===== src/rtl/stq_pkg.sv =====
// ----------------------------------------------------------------------------
// stq_pkg
// Shared codes, state encoding and deadline compare for the sorted timer queue.
// ----------------------------------------------------------------------------
package stq_pkg;

  localparam logic [1:0] CMD_START  = 2'd0;
  localparam logic [1:0] CMD_STOP   = 2'd1;
  localparam logic [1:0] CMD_EXPIRE = 2'd2;

  localparam logic [2:0] KIND_INSERTED  = 3'd0;
  localparam logic [2:0] KIND_DROPPED   = 3'd1;
  localparam logic [2:0] KIND_REMOVED   = 3'd2;
  localparam logic [2:0] KIND_NOT_FOUND = 3'd3;
  localparam logic [2:0] KIND_EXPIRED   = 3'd4;
  localparam logic [2:0] KIND_NONE_DUE  = 3'd5;

  localparam logic [20:0] ONE_SECOND_US = 21'd1000000;
  localparam logic [20:0] TWO_SECOND_US = 21'd2000000;

  typedef enum logic [9:0] {
    ST_IDLE       = 10'b00_0000_0001,
    ST_INS_START  = 10'b00_0000_0010,
    ST_INS_SCAN   = 10'b00_0000_0100,
    ST_INS_SHIFT  = 10'b00_0000_1000,
    ST_STOP_ISSUE = 10'b00_0001_0000,
    ST_STOP_SCAN  = 10'b00_0010_0000,
    ST_STOP_SHIFT = 10'b00_0100_0000,
    ST_EXP_ISSUE  = 10'b00_1000_0000,
    ST_EXP_EVAL   = 10'b01_0000_0000,
    ST_DONE       = 10'b10_0000_0000
  } state_t;

  // true when deadline a is strictly earlier than deadline b
  function automatic logic earlier(logic [33:0] a_sec, logic [19:0] a_usec,
                                   logic [33:0] b_sec, logic [19:0] b_usec);
    return (a_sec < b_sec) || ((a_sec == b_sec) && (a_usec < b_usec));
  endfunction

endpackage


===== src/rtl/sorted_timer_queue.sv =====
// ----------------------------------------------------------------------------
// sorted_timer_queue
// Deadline-ordered timer queue held as a sorted ring in one synchronous RAM.
//
// Input channel (in_valid/in_stall) carries one command per transfer: start
// (now + delay, inserted in deadline order), stop (remove the first entry of
// a handler id) or expire (pop every entry strictly earlier than now). Unused
// command codes are consumed without a result.
// Output channel (out_valid/out_stall) carries one result per transfer; last
// marks the final result of a command. A start or stop gives one result, an
// expire gives one per popped entry, or a single "nothing due" result.
// One command is worked at a time; in_stall is high until its last result
// sits in the output register. The RAM walk reads and compares one entry per
// cycle unless a held output stalls it, and writes each entry it places or moves.
// A start scans from the head for its slot, then carries each later entry up.
// A held output stalls the walk only where a result must be written.
// Reset (rst, synchronous) empties the queue at once; the RAM is not cleared.
// ----------------------------------------------------------------------------
module sorted_timer_queue #(
  parameter int DEPTH   = 16,
  parameter int ID_BITS = 8
) (
  input  logic        clk,
  input  logic        rst,
  input  logic        in_valid,
  output logic        in_stall,
  input  logic [1:0]  cmd,
  input  logic [31:0] now_sec,
  input  logic [19:0] now_usec,
  input  logic [31:0] delay_sec,
  input  logic [19:0] delay_usec,
  input  logic [7:0]  handler_id,
  output logic        out_valid,
  input  logic        out_stall,
  output logic [2:0]  kind,
  output logic [7:0]  expired_handler,
  output logic        last,
  output logic [4:0]  occupancy
);

  localparam int AW  = (DEPTH > 1) ? $clog2(DEPTH) : 1;
  localparam int CW  = $clog2(DEPTH + 1);
  localparam int XW  = AW + 1;
  localparam int IDW = (ID_BITS < 8) ? ID_BITS : 8;

  typedef struct packed {
    logic [32:0]    sec;
    logic [19:0]    usec;
    logic [IDW-1:0] id;
  } entry_t;

  stq_pkg::state_t state, state_next;
  logic [CW-1:0]   count, count_next;
  logic [AW-1:0]   head, head_next;
  logic [AW-1:0]   idx, idx_next;

  logic [33:0]     new_sec;
  logic [19:0]     new_usec;
  logic [31:0]     now_s;
  logic [19:0]     now_u;
  logic [IDW-1:0]  hid;

  logic [2:0]      res_kind, res_kind_next;
  logic [IDW-1:0]  res_hid, res_hid_next;
  logic            pend_valid, pend_valid_next;
  logic [IDW-1:0]  pend_id, pend_id_next;
  logic [CW-1:0]   pend_occ, pend_occ_next;
  entry_t          carry, carry_next;

  logic            emit;
  logic [2:0]      emit_kind;
  logic [IDW-1:0]  emit_hid;
  logic            emit_last;
  logic [CW-1:0]   emit_occ;
  logic            out_free;

  entry_t          mem [DEPTH];
  logic            wr_en, rd_en;
  logic [AW-1:0]   waddr, raddr;
  entry_t          wdata, rdata;

  logic            accept;
  logic [20:0]     usec_sum;
  logic [19:0]     usec_fold;
  logic [1:0]      sec_carry;
  entry_t          new_entry;
  logic            e_before_new, new_before_e, due;
  logic [XW-1:0]   idx_x, count_x;

  // logical position in the ring to RAM address
  function automatic logic [AW-1:0] phys(logic [AW-1:0] base, logic [AW-1:0] lidx);
    logic [XW-1:0] s;
    s = {1'b0, base} + {1'b0, lidx};
    if (s >= XW'(DEPTH)) begin
      s = s - XW'(DEPTH);
    end
    return s[AW-1:0];
  endfunction

  assign in_stall = (state != stq_pkg::ST_IDLE);
  assign accept   = in_valid && !in_stall;
  assign out_free = !out_valid || !out_stall;

  // deadline = now + delay, fold microseconds back below one second
  always_comb begin
    usec_sum = {1'b0, now_usec} + {1'b0, delay_usec};
    if (usec_sum >= stq_pkg::TWO_SECOND_US) begin
      usec_fold = 20'(usec_sum - stq_pkg::TWO_SECOND_US);
      sec_carry = 2'd2;
    end else if (usec_sum >= stq_pkg::ONE_SECOND_US) begin
      usec_fold = 20'(usec_sum - stq_pkg::ONE_SECOND_US);
      sec_carry = 2'd1;
    end else begin
      usec_fold = usec_sum[19:0];
      sec_carry = 2'd0;
    end
  end

  assign new_entry    = '{sec: new_sec[32:0], usec: new_usec, id: hid};
  assign e_before_new = stq_pkg::earlier({1'b0, rdata.sec}, rdata.usec, new_sec, new_usec);
  assign new_before_e = stq_pkg::earlier(new_sec, new_usec, {1'b0, rdata.sec}, rdata.usec);
  assign due          = (count != '0) &&
                        stq_pkg::earlier({1'b0, rdata.sec}, rdata.usec, {2'b00, now_s}, now_u);
  assign idx_x        = {1'b0, idx};
  assign count_x      = XW'(count);

  always_comb begin
    state_next      = state;
    count_next      = count;
    head_next       = head;
    idx_next        = idx;
    res_kind_next   = res_kind;
    res_hid_next    = res_hid;
    pend_valid_next = pend_valid;
    pend_id_next    = pend_id;
    pend_occ_next   = pend_occ;
    carry_next      = carry;
    wr_en           = 1'b0;
    waddr           = '0;
    wdata           = new_entry;
    rd_en           = 1'b0;
    raddr           = '0;
    emit            = 1'b0;
    emit_kind       = res_kind;
    emit_hid        = res_hid;
    emit_last       = 1'b1;
    emit_occ        = count;

    unique case (state)
      stq_pkg::ST_IDLE: begin
        if (accept) begin
          unique case (cmd)
            stq_pkg::CMD_START:  state_next = stq_pkg::ST_INS_START;
            stq_pkg::CMD_STOP:   state_next = stq_pkg::ST_STOP_ISSUE;
            stq_pkg::CMD_EXPIRE: state_next = stq_pkg::ST_EXP_ISSUE;
            default:             state_next = stq_pkg::ST_IDLE;
          endcase
        end
      end

      stq_pkg::ST_INS_START: begin
        res_hid_next = '0;
        if (count_x == XW'(DEPTH)) begin
          res_kind_next = stq_pkg::KIND_DROPPED;
          state_next    = stq_pkg::ST_DONE;
        end else if (count == '0) begin
          wr_en         = 1'b1;
          waddr         = phys(head, '0);
          count_next    = count + 1'b1;
          res_kind_next = stq_pkg::KIND_INSERTED;
          state_next    = stq_pkg::ST_DONE;
        end else begin
          // walk forward from the head
          idx_next   = '0;
          rd_en      = 1'b1;
          raddr      = phys(head, '0);
          state_next = stq_pkg::ST_INS_SCAN;
        end
      end

      stq_pkg::ST_INS_SCAN: begin
        if ((idx == '0) ? new_before_e : !e_before_new) begin
          // place the new entry here and carry the old one up
          wr_en      = 1'b1;
          waddr      = phys(head, idx);
          carry_next = rdata;
          idx_next   = idx + 1'b1;
          if (idx_x + 1'b1 != count_x) begin
            rd_en = 1'b1;
            raddr = phys(head, idx + 1'b1);
          end
          state_next = stq_pkg::ST_INS_SHIFT;
        end else if (idx_x + 1'b1 == count_x) begin
          wr_en         = 1'b1;
          waddr         = phys(head, idx + 1'b1);
          count_next    = count + 1'b1;
          res_kind_next = stq_pkg::KIND_INSERTED;
          state_next    = stq_pkg::ST_DONE;
        end else begin
          idx_next = idx + 1'b1;
          rd_en    = 1'b1;
          raddr    = phys(head, idx + 1'b1);
        end
      end

      stq_pkg::ST_INS_SHIFT: begin
        wr_en = 1'b1;
        waddr = phys(head, idx);
        wdata = carry;
        if (idx_x == count_x) begin
          count_next    = count + 1'b1;
          res_kind_next = stq_pkg::KIND_INSERTED;
          state_next    = stq_pkg::ST_DONE;
        end else begin
          carry_next = rdata;
          idx_next   = idx + 1'b1;
          if (idx_x + 1'b1 != count_x) begin
            rd_en = 1'b1;
            raddr = phys(head, idx + 1'b1);
          end
        end
      end

      stq_pkg::ST_STOP_ISSUE: begin
        res_hid_next = '0;
        idx_next     = '0;
        if (count == '0) begin
          res_kind_next = stq_pkg::KIND_NOT_FOUND;
          state_next    = stq_pkg::ST_DONE;
        end else begin
          rd_en      = 1'b1;
          raddr      = phys(head, '0);
          state_next = stq_pkg::ST_STOP_SCAN;
        end
      end

      stq_pkg::ST_STOP_SCAN: begin
        if (idx_x + 1'b1 != count_x) begin
          rd_en = 1'b1;
          raddr = phys(head, idx + 1'b1);
        end
        if (rdata.id == hid) begin
          res_kind_next = stq_pkg::KIND_REMOVED;
          res_hid_next  = hid;
          if (idx_x + 1'b1 == count_x) begin
            count_next = count - 1'b1;
            state_next = stq_pkg::ST_DONE;
          end else begin
            state_next = stq_pkg::ST_STOP_SHIFT;
          end
        end else if (idx_x + 1'b1 == count_x) begin
          res_kind_next = stq_pkg::KIND_NOT_FOUND;
          state_next    = stq_pkg::ST_DONE;
        end else begin
          idx_next = idx + 1'b1;
        end
      end

      stq_pkg::ST_STOP_SHIFT: begin
        // close the gap: entry idx+1 moves down to idx
        wr_en = 1'b1;
        waddr = phys(head, idx);
        wdata = rdata;
        if (idx_x + XW'(2) == count_x) begin
          count_next = count - 1'b1;
          state_next = stq_pkg::ST_DONE;
        end else begin
          rd_en    = 1'b1;
          raddr    = phys(head, AW'(idx_x + XW'(2)));
          idx_next = idx + 1'b1;
        end
      end

      stq_pkg::ST_EXP_ISSUE: begin
        pend_valid_next = 1'b0;
        rd_en           = 1'b1;
        raddr           = phys(head, '0);
        state_next      = stq_pkg::ST_EXP_EVAL;
      end

      stq_pkg::ST_EXP_EVAL: begin
        emit_kind = stq_pkg::KIND_EXPIRED;
        emit_hid  = pend_id;
        emit_occ  = pend_occ;
        if (due) begin
          // the held entry is not last: another one is due
          if (!pend_valid || out_free) begin
            emit            = pend_valid;
            emit_last       = 1'b0;
            pend_valid_next = 1'b1;
            pend_id_next    = rdata.id;
            pend_occ_next   = count - 1'b1;
            count_next      = count - 1'b1;
            head_next       = phys(head, AW'(1));
            rd_en           = 1'b1;
            raddr           = phys(head, AW'(1));
          end
        end else if (out_free) begin
          emit            = 1'b1;
          pend_valid_next = 1'b0;
          if (!pend_valid) begin
            emit_kind = stq_pkg::KIND_NONE_DUE;
            emit_hid  = '0;
            emit_occ  = count;
          end
          state_next = stq_pkg::ST_IDLE;
        end
      end

      stq_pkg::ST_DONE: begin
        if (out_free) begin
          emit       = 1'b1;
          state_next = stq_pkg::ST_IDLE;
        end
      end

      default: state_next = stq_pkg::ST_IDLE;
    endcase
  end

  always_ff @(posedge clk) begin
    if (rst) begin
      state      <= stq_pkg::ST_IDLE;
      count      <= '0;
      head       <= '0;
      idx        <= '0;
      pend_valid <= 1'b0;
    end else begin
      state      <= state_next;
      count      <= count_next;
      head       <= head_next;
      idx        <= idx_next;
      pend_valid <= pend_valid_next;
    end
  end

  always_ff @(posedge clk) begin
    res_kind <= res_kind_next;
    res_hid  <= res_hid_next;
    pend_id  <= pend_id_next;
    pend_occ <= pend_occ_next;
    carry    <= carry_next;
    if (accept) begin
      new_sec  <= {2'b00, now_sec} + {2'b00, delay_sec} + 34'(sec_carry);
      new_usec <= usec_fold;
      now_s    <= now_sec;
      now_u    <= now_usec;
      hid      <= handler_id[IDW-1:0];
    end
  end

  // entry RAM, one write and one registered read per cycle
  always_ff @(posedge clk) begin
    if (wr_en) begin
      mem[waddr] <= wdata;
    end
    if (rd_en) begin
      rdata <= mem[raddr];
    end
  end

  // output register
  always_ff @(posedge clk) begin
    if (rst) begin
      out_valid <= 1'b0;
    end else if (emit) begin
      out_valid <= 1'b1;
    end else if (!out_stall) begin
      out_valid <= 1'b0;
    end
  end

  always_ff @(posedge clk) begin
    if (emit) begin
      kind            <= emit_kind;
      expired_handler <= 8'(emit_hid);
      last            <= emit_last;
      occupancy       <= 5'(emit_occ);
    end
  end

  a_count_bound: assert property (@(posedge clk) disable iff (rst)
    count_x <= XW'(DEPTH))
    else $error("entry count above depth");

  a_no_rw_collision: assert property (@(posedge clk) disable iff (rst)
    (wr_en && rd_en) |-> (waddr != raddr))
    else $error("read and write hit the same entry");

  a_count_step: assert property (@(posedge clk) disable iff (rst)
    (count == $past(count)) || (count == $past(count) + 1'b1) ||
    (count + 1'b1 == $past(count)))
    else $error("entry count moved by more than one");

  a_head_only_on_expire: assert property (@(posedge clk) disable iff (rst)
    (head != $past(head)) |-> ($past(state) == stq_pkg::ST_EXP_EVAL || $past(rst)))
    else $error("head moved outside expire");

  a_emit_when_free: assert property (@(posedge clk) disable iff (rst)
    emit |-> out_free)
    else $error("result written over a held result");

endmodule


===== config.mk =====
export PLATFORM = sky130hd
export DESIGN_NAME = sorted_timer_queue
export DESIGN_NICKNAME = d
export VERILOG_FILES = /design/src/rtl/stq_pkg.sv /design/src/rtl/sorted_timer_queue.sv
export SDC_FILE = /design/constraint.sdc
export NUM_CORES = 2
export LEC_CHECK = 0
export BUFFER_PORTS_ARGS = -buffer_cell sky130_fd_sc_hd__buf_4
export CORE_MARGIN = 5
export CORE_UTILIZATION = 65
export DETAILED_ROUTE_END_ITERATION = 6
export PLACE_DENSITY = 0.87
export REMOVE_ABC_BUFFERS = 1
export SETUP_SLACK_MARGIN = 0.2
export SYNTH_ARGS = -nofsm -noshare
export SYNTH_HDL_FRONTEND = slang
export SYNTH_SLANG_ARGS = --single-unit

===== constraint.sdc =====
create_clock -name clk -period 14.3 [get_ports clk]
set_input_delay 2.145 -clock clk [delete_from_list [all_inputs] [get_ports clk]]
set_output_delay 2.145 -clock clk [all_outputs]
set_load 0.02 [all_outputs]

## Yosys cells after proc, flatten, opt, wreduce, memory -nomap -nowiden

Memories as Yosys holds them, arrays and structs flattened. A register that Yosys moved wholly into a read port is not among the register bits.
Cells that the tools add are included.

- Memory bits (writable): 976
- Input port bits: 118
- Word-level logic and storage cells: 249
- Memories kept: 1
- Output and inout port bits: 19
- Bits in registers: 241

- Magnitude comparators: 13
- Eq/ne operators: 45
- Add/subtract/negate cells: 19
- Mux-type cells: 113
- Reductions and logical operators: 36

Memory list:

| name | depth | width | read ports | clocked after memory_dff | write ports | RTL line | source |
|---|---|---|---|---|---|---|---|
| mem | 16 | 61 | 1 | 1 | 1 | sorted_timer_queue.sv:77 | `entry_t mem [DEPTH];` |

Operators with widths:

| operator | number |
|---|---|
| 61-bit case mux with 2 select lines | 2 |
| 61-bit 2-to-1 mux | 2 |
| 10-bit 2-to-1 mux | 12 |
| 4-bit 2-to-1 mux | 25 |
| 10-bit case mux with 10 select lines | 1 |
| 5-bit 2-to-1 mux | 14 |
| 20-bit less-than comparator | 3 |
| 20-bit 2-to-1 mux | 2 |
| 8-bit 2-to-1 mux | 5 |
| 20-bit subtractor, second input constant | 2 |
| 2-bit inequality test, second input constant | 18 |
| 33-bit by 2-bit adder with 34-bit output | 1 |
| 33-bit by 34-bit equality test with 1-bit output | 1 |
| 34-bit by 33-bit equality test with 1-bit output | 1 |
| 33-bit by 34-bit less-than comparator with 1-bit output | 1 |
| 34-bit by 33-bit less-than comparator with 1-bit output | 1 |
| 32-bit by 32-bit adder with 33-bit output | 1 |
| 33-bit by 32-bit equality test with 1-bit output | 1 |
| 33-bit by 32-bit less-than comparator with 1-bit output | 1 |
| 4-bit case mux with 8 select lines | 1 |
| 5-bit case mux with 6 select lines | 1 |
| 1-bit 2-to-1 mux | 29 |
| 3-bit 2-to-1 mux | 9 |
| 4-bit case mux with 6 select lines | 1 |
| 56 further kinds | 91 |

## Logic depth before layout (Yosys ltp)

- Depth in word-level cells: 9
- Gate-level depth with buffers: 32
- Gate-level depth less buffers: 31

## Worst setup path after synthesis

OpenSTA, ideal clock, no wires.

- Kind: input -> register
- Start point: in now_usec[0]
- End point: reg new_sec[23] (data pin)
- Arrival time: 8.348 ns
- Required time: 14.040 ns
- Stages: 31
- Path buffers: 1
- Library setup time: 0.260 ns
- Path slack: 5.692 ns
- Cells stage by stage: ha_1 > fa_1 > a211oi_1 > o21ai_0 > a21boi_0 > xnor2_1 > ha_1 > inv_1 > a31oi_1 > o211ai_1 > a41oi_1 > o21ai_0 > a21o_1 > a31o_2 > clkbuf_1 > nand2_1 > fa_1 > inv_1 > ha_1 > fa_1 > a21o_1 > a21oi_1 > o21bai_1 > a2111oi_0 > o31a_1 > o21ai_0 > a21o_1 > a21o_1 > a21o_1 > a21oi_1 > xnor2_1

- Word-level cells in the longest chain between the ends: 5
- Elaborated cells between the ends (all ways): 6
- Classes of those cells: add/sub (2); order compare (2); mux (2)

Ends and longest elaborated chain:

| element | RTL line | source |
|---|---|---|
| start, declared | sorted_timer_queue.sv:29 | `input logic [19:0] now_usec,` |
| 20-bit by 20-bit adder with 21-bit output (*) | sorted_timer_queue.sv:106 | `usec_sum = {1'b0, now_usec} + {1'b0, delay_usec};` |
| 21-bit by 20-bit >= comparator with 1-bit output | sorted_timer_queue.sv:110 | `end else if (usec_sum >= stq_pkg::ONE_SECOND_US) begin` |
| 1-bit 2-to-1 mux | sorted_timer_queue.sv:110 |  |
| 2-bit 2-to-1 mux (*) | sorted_timer_queue.sv:107 | `if (usec_sum >= stq_pkg::TWO_SECOND_US) begin` |
| 33-bit by 2-bit adder with 34-bit output (*) | sorted_timer_queue.sv:344 | `new_sec <= {2'b00, now_sec} + {2'b00, delay_sec} + 34'(sec_carry);` |
| end signal, assigned | sorted_timer_queue.sv:344 |  |
| end, declared | sorted_timer_queue.sv:57 | `logic [33:0] new_sec;` |

Mark *: on every way between the ends. The rest lies on a longest branch, timed or not.
A chain may end at the register's enable or synchronous reset.

## Worst setup path after layout

- Start point: in now_usec[0]
- End point: reg new_sec[31] (data pin)

The elaborated chain is that of the path after synthesis.

==> flow_metrics.py <==
metrics = {
    "drt": {
        "vias": 40587,
        "avgRoutedWirePerCell_um": 29.6,
        "drc": 0,
        "first_iter_violations": 6741,
        "vias_per_cell": 7.12,
        "drtPass1Iterations": 7,
        "drtAntennaViolNets": 0,
        "finalWirelength_mm": 169,
    },
    "global_route": {
        "grt_use_met2_pct": 53.2,
        "grt_busiest_layer": "met2",
        "grt_antenna_before_repair": 7,
        "grt_max_degree": 147,
        "grt_use_met1_pct": 45.7,
        "grt_pass1_vias": 41000,
        "grt_overflow": 0,
        "grt_pass1_wl_mm": 249,
        "use_met3_pct": 10.5,
        "grt_use_total_pct": 35.2,
    },
    "clocking": {
        "cts_resized": 0,
        "post_cts_buffers": 0,
        "root_buffer": "clkbuf_16",
        "clk_pin_slew_ns": 0.06,
        "cts_hold_buf": 0,
        "clockBufferDepth": 3,
        "htreeDepth": 4,
        "cts_tree": "built",
        "cts_buffers": 131,
        "clkSinkCount": 1277,
        "clk_latency_ns": 0.74,
    },
    "logic_synthesis": {
        "yosysSeqAreaShare_pct": 66.4,
        "synth-main-ff-cell": "edfxtp_1",
        "ys_ff_latch": 1277,
        "syn_area_um2": 57400,
        "synthTopCellsByCount": "edfxtp_1 (1252), nand2_1 (730), ha_1 (205), mux2i_1 (180), nand3_1 (167)",
        "synth_top_area_cell": "edfxtp_1",
        "synth_edf_count": 1252,
        "synth-async-reset-ratio_pct": 0,
        "synth.most_common_cell": "edfxtp_1",
        "synth_cell_types": 94,
        "post-synth-top-area-fraction_pct": 65.5,
        "ys.warnings.count": 0,
        "avgSynthCellArea_um2": 13.2,
        "synthCells": 4332,
        "synth_area_leaders": "edfxtp_1 (66%), nand2_1 (4.8%), ha_1 (4.5%)",
    },
    "floorplan": {
        "dieArea_um2": 94300,
        "core_um2": 88000,
        "rows": 109,
        "io_pins": 137,
        "die_x_um": 307,
        "die_y_um": 307,
        "start_util_pct": 65.2,
    },
    "place": {
        "dpl_cell_area_um2": 59700,
        "dp_hpwl_mm": 92.7,
        "io_buffers": 136,
        "dp_cells": 5459,
        "place_congestion": 0.956,
    },
    "cells_and_area": {
        "design_area_um2": 63800,
        "seq_area_um2": 38100,
        "drive_gt1_share_pct": 11.3,
        "areaGrowthSynthToFinish_pct": 11.2,
        "fill_cells": 5210,
        "instances_no_fill": 5701,
        "post-route-util_pct": 72.5,
        "multi_input_area_um2": 18000,
        "nets": 4757,
    },
    "timing": {
        "finalHoldWorstSlack_ns": 0.520,
        "rsz0062_at_grt": "no",
        "skew_ns": 0.0279,
        "fmax_ghz": 0.103,
        "worstMarginPinSlew_ns": 1.33,
        "drv_slew": 0,
        "finalCriticalPeriod_ns": 9.69,
        "finalSetupViolations": 0,
        "min_period_over_period_pct": 67.8,
        "finalHoldViolations": 0,
        "slew_headroom_pct": 10.2,
    },
    "pwr": {
        "p_clk_share_pct": 40.0,
        "seq_power_share_pct": 52.4,
        "power.internal_mw": 6.39,
        "p_sw_share_pct": 23.1,
        "power.density_nw_per_um2": 130,
        "p_leak_nw": 24.0,
        "power_switching_mw": 1.92,
        "irDropWorstVdd_v": 0.000124,
        "pwr-share-comb_pct": 7.5,
    },
    "min_path": {
        "hold_path.class": "reg -> reg",
    },
    "critical_path": {
        "slowest_stage": "a2111oi_0",
        "worstPathRequired_ns": 14.79,
        "cp.arrival_ns": 10.18,
        "end_kind": "flop",
        "critical-path-top-delay-family": "compound AO/OA/AOI/OAI gates",
        "cp_slowest_stage_delay_ns": 0.84,
        "worst_setup_path_start_kind": "primary input",
        "reg2reg_setup_slack_ns": 6.69,
        "criticalPathCategory": "in -> reg",
        "critPathBufInv": 3,
        "worst-path-max-fanout": 11,
    },
    "run_status": {
        "outcome": "complete, no violations",
    },
    "job": {
        "drv_cap": 0,
    },
}
## placed cells by master (no fill, tap or decap), types with 39 or more instances in the layout
cell and count:
a31oi_1 77, a22oi_1 130, ha_1 205, o21ai_0 81, xnor2_1 64, o22ai_1 64
a31o_2 49, o21ai_1 93, a21oi_1 87, nand2_1 729, nand3_1 166, edfxtp_1 1252
mux2i_1 180, clkbuf_16 136, o2bb2ai_1 39, a32oi_1 57, buf_4 200, nor2_1 91
a221o_1 55, a21o_1 79, inv_1 147
## worst min-delay path: cells and delay by family (launching register included)
| family | cells | cell delay, ns |
|---|---|---|
| flops | 1 | 0.34 |
| simple gates | 1 | 0.08 |
| compound gates | 1 | 0.06 |
## flip-flops by register name, summed over array words and instances (netlist names), 10 cells and up
signal,flops
mem,976
carry,61
rdata,61
new_sec,34
now_s,32
new_usec,20
now_u,20
state,10
## power by group through the flow
stage / combinational [mW] / sequential, mW / clock, mW
after floorplan: 0.394 / 4.41 / 0
after global placement: 0.565 / 4.43 / 0
after detailed placement: 0.599 / 4.43 / 0
after CTS: 0.608 / 4.35 / 3.32
after global routing: 0.678 / 4.36 / 3.49
final: 0.627 / 4.36 / 3.33
## per-layer routing
| metal | vias up | wire length (µm) |
|---|---|---|
| li1 | 16770 | - |
| met1 | 19195 | 55700 |
| met2 | 3689 | 74400 |
| met3 | 927 | 26700 |
| met4 | 6 | 12200 |
| met5 | - | 26 |
## layout make-up
cell class / instances / share of cell area [%]
flip-flops and latches: 1277 / 59.7
multi-input cells: 2666 / 28.2
clock buffers: 168 / 5.54
repair buffers: 201 / 2.38
well taps: 1165 / 2.28
clock inverters: 69 / 0.951
inverters: 150 / 0.882
diodes: 5 / 0.0196
## per-stage QoR
stage | power [mW] | TNS (ns) | worst slack, ns
global route | 8.52 | 0 | 4.14
CTS | 8.28 | 0 | 4.76
global placement | 5.00 | 0 | 4.33
detailed placement | 5.03 | 0 | 4.08
floorplan | 4.80 | -358.54 | -6.13
finish | 8.31 | 0 | 4.61
## worst paths after layout
path,startpoint,endpoint,cells past startpoint
worst max-delay path,now_usec[0],new_sec[31],31
worst min-delay path,pend_valid,pend_valid,2
worst max register to register,count[0],rdata[59],16
worst min register to register,pend_valid,pend_valid,2
## cell families (layout without fill, tap and decap cells)
| family | Yosys count | count (layout) | share of synthesized area [%] |
|---|---|---|---|
| AOI/OAI and AO/OA | 971 | 971 | 12.2 |
| xor gates and xnor gates | 95 | 95 | 1.47 |
| adders and majority gates | 212 | 212 | 4.71 |
| buffers and inverters | 389 | 588 | 2.73 |
| DFF | 1277 | 1277 | 66.4 |
| muxes | 189 | 189 | 3.32 |
| other | 0 | 5 | 0 |
| and+or+nand+nor | 1199 | 1199 | 9.21 |
No activity file was read; power rests on OpenSTA's default activity.
